[config.mk]
export PLATFORM = sky130hd
export DESIGN_NAME = pfa_frame_map
export DESIGN_NICKNAME = d
export VERILOG_FILES = /design/src/rtl/core/pfa_pkg.sv /design/src/rtl/core/pfa_frame_map.sv
export SDC_FILE = /design/constraint.sdc
export NUM_CORES = 1
export LEC_CHECK = 0
export ABC_AREA = 1
export BUFFER_PORTS_ARGS = -buffer_cell sky130_fd_sc_hd__buf_2
export CORE_MARGIN = 1.5
export CORE_UTILIZATION = 42
export CTS_CLUSTER_SIZE = 20
export DETAILED_ROUTE_END_ITERATION = 12
export PLACE_DENSITY_LB_ADDON = 0.2
export SYNTH_ARGS = -nofsm -noshare
export SYNTH_HDL_FRONTEND = slang
export SYNTH_SLANG_ARGS = --single-unit
[constraint.sdc]
create_clock -name i_clk -period 1.4 [get_ports i_clk]
set_input_delay 0.07 -clock i_clk [delete_from_list [all_inputs] [get_ports i_clk]]
set_output_delay 0.07 -clock i_clk [all_outputs]
set_load 0.01 [all_outputs]
[src/rtl/core/pfa_pkg.sv]
`timescale 1ns / 1ps
// Package for the page frame allocator: widths, function codes, directory
// entry layout, sequencer states and the control structs shared by all files.
// No dependencies.
package pfa_pkg;

    localparam int PFA_FRAMES            = 32;
    localparam int PFA_DIR_ENTRIES       = 1024;
    localparam int PFA_KERNEL_FIRST_PAGE = 768;

    localparam int ADDR_W     = 32;
    localparam int FUNC_W     = 3;
    localparam int PAGE_SHIFT = 22;
    localparam int IDX_W      = $clog2(PFA_DIR_ENTRIES);
    localparam int FRAME_W    = 10;
    localparam int FREE_W     = 6;
    localparam int NEED_W     = ADDR_W - PAGE_SHIFT + 1;

    // Bits of the frame bitmap examined by the search unit in one cycle.
    localparam int SCAN_W = 16;
    localparam int POS_W  = $clog2(SCAN_W);

    localparam logic [IDX_W-1:0] KERNEL_SLOT = IDX_W'(10'h300);
    localparam logic [IDX_W-1:0] DIR_LAST    = IDX_W'(PFA_DIR_ENTRIES - 1);

    localparam logic [FUNC_W-1:0] FN_ALLOC = 3'd0;
    localparam logic [FUNC_W-1:0] FN_FREE  = 3'd1;
    localparam logic [FUNC_W-1:0] FN_MAP   = 3'd2;
    localparam logic [FUNC_W-1:0] FN_QUERY = 3'd3;
    localparam logic [FUNC_W-1:0] FN_CHECK = 3'd4;

    typedef struct packed {
        logic               present;
        logic               write;
        logic               user;
        logic [FRAME_W-1:0] frame;
    } t_dir_entry;

    localparam int ENTRY_W = $bits(t_dir_entry);

    localparam t_dir_entry KERNEL_ENTRY = '{present: 1'b1, write: 1'b1, user: 1'b0,
                                            frame: '0};

    typedef enum logic [2:0] {
        S_CLEAR,
        S_IDLE,
        S_LOOK,
        S_SCAN,
        S_DONE
    } t_state;

    typedef struct packed {
        logic             we;
        logic [IDX_W-1:0] waddr;
        t_dir_entry       wdata;
        logic             re;
        logic [IDX_W-1:0] raddr;
    } t_dir_ctl;

    typedef struct packed {
        logic               set_en;
        logic               clr_en;
        logic [FRAME_W-1:0] idx;
    } t_map_ctl;

    typedef struct packed {
        logic               found;
        logic [FRAME_W-1:0] frame;
    } t_scan_res;

endpackage

[src/rtl/core/pfa_frame_map.sv]
`timescale 1ns / 1ps
// Frame bitmap with the search unit that looks for a free frame in one slice
// of the bitmap per cycle. Depends on pfa_pkg.
module pfa_frame_map import pfa_pkg::*; #(
    parameter  int FRAMES  = PFA_FRAMES,
    localparam int NCHUNK  = (FRAMES + SCAN_W - 1) / SCAN_W,
    localparam int CHUNK_W = (NCHUNK > 1) ? $clog2(NCHUNK) : 1
) (
    input  logic                 i_clk,
    input  logic                 i_rst_n,
    input  t_map_ctl             i_ctl,
    input  logic [CHUNK_W-1:0]   i_chunk,
    output t_scan_res            o_scan
);

    localparam int FIDX_W  = $clog2(FRAMES);

    logic [FRAMES-1:0]        r_used;
    logic [NCHUNK*SCAN_W-1:0] w_pad;
    logic [SCAN_W-1:0]        w_bits;
    logic                     w_found;
    logic [POS_W-1:0]         w_pos;

    // Frame 0 is never handed out, so its bit stays set from reset on.
    always_ff @(posedge i_clk) begin
        if (!i_rst_n) begin
            r_used <= {{(FRAMES-1){1'b0}}, 1'b1};
        end else begin
            if (i_ctl.set_en) begin
                r_used[i_ctl.idx[FIDX_W-1:0]] <= 1'b1;
            end
            if (i_ctl.clr_en) begin
                r_used[i_ctl.idx[FIDX_W-1:0]] <= 1'b0;
            end
        end
    end

    // Bits past the last frame read as used so the search never lands there.
    always_comb begin
        w_pad             = '1;
        w_pad[FRAMES-1:0] = r_used;
        w_bits            = w_pad[i_chunk*SCAN_W +: SCAN_W];
        w_found           = 1'b0;
        w_pos             = '0;
        for (int k = SCAN_W - 1; k >= 0; k--) begin
            if (!w_bits[k]) begin
                w_found = 1'b1;
                w_pos   = POS_W'(k);
            end
        end
    end

    assign o_scan.found = w_found;
    assign o_scan.frame = FRAME_W'({i_chunk, w_pos});

endmodule

==> flow_metrics.tcl <==
set metrics [dict create \
    pwr-share-comb 0.117 \
    finalWorstPathRequiredPeriod_ps 1736 \
    critPathLaunchType "register" \
    hold_viol 0 \
    placed_area_mm2 0.001992 \
    synth.largest_area_cell "dfxtp_1" \
    grt_max_degree 32 \
    yosysSeqAreaShare 0.3483 \
    cts_tree "done" \
    finalSetupViolCount 5 \
    place.gp.congestion 0.7835 \
    netSwitchingFraction 0.2695 \
    first_iter_violations 144 \
    total_power_mw 1.892 \
    finalSetupTns_ps -962.1 \
    status "complete, but fails checks" \
    slew_headroom 0.5734 \
    pwr-share-clk 0.393 \
    drt-total-wl_um 4508 \
    drive_gt1_frac 0.2051 \
    die_x_um 69.18 \
    die_height_um 69.18 \
    io_pins 26 \
    drtPass1Iterations 4 \
    critPathRequiredTime_ps 1330 \
    grt_pass1_vias 1646 \
    fmax_mhz 576.0 \
    antenna_found_initial 0 \
    ant_nets 0 \
    endpoint_kind "output pin" \
    worstSkewPairLatency_ps 280 \
    stdcell_count 362 \
    setup_slack_ps -336.2 \
    cts_max_level 2 \
    coreArea_mm2 0.004115 \
    final_area_mm2 0.002137 \
    placementRows 23 \
    drc_errors 0 \
    final_common_cell "nand2_1" \
    clock_sinks 32 \
    min_path_type "in -> reg" \
    maxSlewViolCount 0 \
    crit_type "reg -> out" \
    grt_pass1_wl_um 7327 \
    top_register "r_used" \
    wl_per_cell_um 12.45 \
    tightest_slew_ps 639.2 \
    violations "setup timing" \
    fin_util 0.5193 \
    period_share 1.240 \
    cp_max_fo 2 \
    cts_buffer_depth 2 \
    num_antenna_cells 0 \
    port_buffers 15 \
    dp.cells 351 \
    synthDistinctLibCells 26 \
    rsz0062_at_grt "true" \
    root_buffer "clkbuf_8" \
    maxCapViolations 0 \
    nets 326 \
    gr-usage-all-layers 0.1896 \
    routed_via_density 5.069 \
    post-place-ws_ps -44.40 \
    holdWs_ps 173.3 \
    top_regs "r_used: 32 flops" \
    syn-cell-area_mm2 0.001839 \
    cp_data_arrival_time_ps 1670 \
    ys_warn_count 0 \
    overflow 0 \
    leakage_nw 0.8749 \
    seq_power_share 0.490 \
    ys_ff_latch 32 \
    irDropWorstVdd_mv 0.4102 \
    post-dp-hpwl_um 3098 \
    clk_pin_slew_ps 70 \
    die_area_mm2 0.004785 \
    fin_skew_ps 0 \
    ys_top_cells_by_area "dfxtp_1, nand2_1, nor2_1" \
    avgSynthCellArea_um2 6.454 \
    power.density_mw_per_mm2 885.3 \
    synth_top_area_share 0.3483 \
    initial_core_util 0.4469 \
    largest_reg_flops 32 \
    syn_to_final_growth_pct 16.19 \
    p_int_mw 1.382 \
    layout_common_cells "nand2_1, nor2_1, dfxtp_1, inv_1, buf_4" \
    p_sw_uw 509.9 \
    vias 1835 \
    synthCells 285 \
    cts_made_buffers 5 \
]
-- cells by family (layout without fill, tap and decap cells) --
group	count (synthesis)	after routing	synth area share
compound gates	69	69	0.2259
simple gates	136	136	0.2973
other cells	1	5	0.002039
flops	32	32	0.3483
buf+inv	47	70	0.1265
-- critical path: stages, from the launching register on --
cell     delay, ps
dfxtp_1        310
inv_1           60
nand2_2         50
nand2_2         60
nand2_1         50
nand2_1         50
nand2_1         50
nand2_1         50
nand2_1         50
nand2_1         50
nand2_1         50
nand2_1         50
nand2_1         50
nand2_1         50
nand2_1         40
nand2_1         50
nand2_1         60
a21oi_2        100
buf_2          130
-- synthesized netlist by cell type --
library cell	instances
a31oi_1	1
inv_2	1
nor2_1	49
nand2_4	2
buf_4	7
nand2_1	72
inv_1	26
inv_8	1
clkbuf_1	8
a21boi_1	1
dfxtp_1	32
nand3_1	2
a21oi_2	1
nor2_2	1
o21ai_1	9
o21ai_0	15
nand2_2	3
o21ai_2	5
o22ai_1	11
buf_6	3
nor3_1	7
a21oi_1	14
o21bai_1	1
a211oi_1	11
buf_1	1
conb_1	1
-- cell type report --
| cell class | count | area (um2) |
|---|---|---|
| timing repair buffer | 34 | 220.2 |
| clock inverter | 2 | 10.01 |
| tap | 50 | 62.56 |
| multi-input combinational | 210 | 1007 |
| sequential | 32 | 641.9 |
| fill | 416 | 1978 |
| inverter | 28 | 112.6 |
| clock buffer | 6 | 82.58 |
-- metal layers --
metal	up-vias	global-route usage	share of wire
met5	-	0	0
met4	0	0.07407	0.014
met3	6	0.04942	0.054
met2	44	0.3098	0.45
met1	813	0.2385	0.49
li1	972	-	-
-- power by group through the flow --
stage	sequential (mW)	combinational, mW	clock, mW
final	0.927	0.221	0.743
after global routing	0.928	0.245	0.806
after CTS	0.927	0.216	0.756
after detailed placement	0.947	0.211	0
after global placement	0.947	0.210	0
after floorplan	0.946	0.152	0
-- path summary, 6_finish.rpt --
check,startpoint,endpoint,slack [ps],cells past startpoint
worst max-delay path,r_used[15],o_scan[0],-340,18
worst min-delay path,i_ctl[10],r_used[20],170,2
worst max register to register,r_used[31],r_used[31],510,6
worst min register to register,r_used[19],r_used[19],510,2
-- repair_timing --
action / CTS / global route
gates resized for setup: 4 / 5
hold buffers: 1 / 0
setup buffers: 1 / 1
endpoints found under the hold margin: 1 / 0
endpoints found under the setup margin: 5 / 5
pin swaps: 1 / 1
No activity file was read; power rests on OpenSTA's default activity.
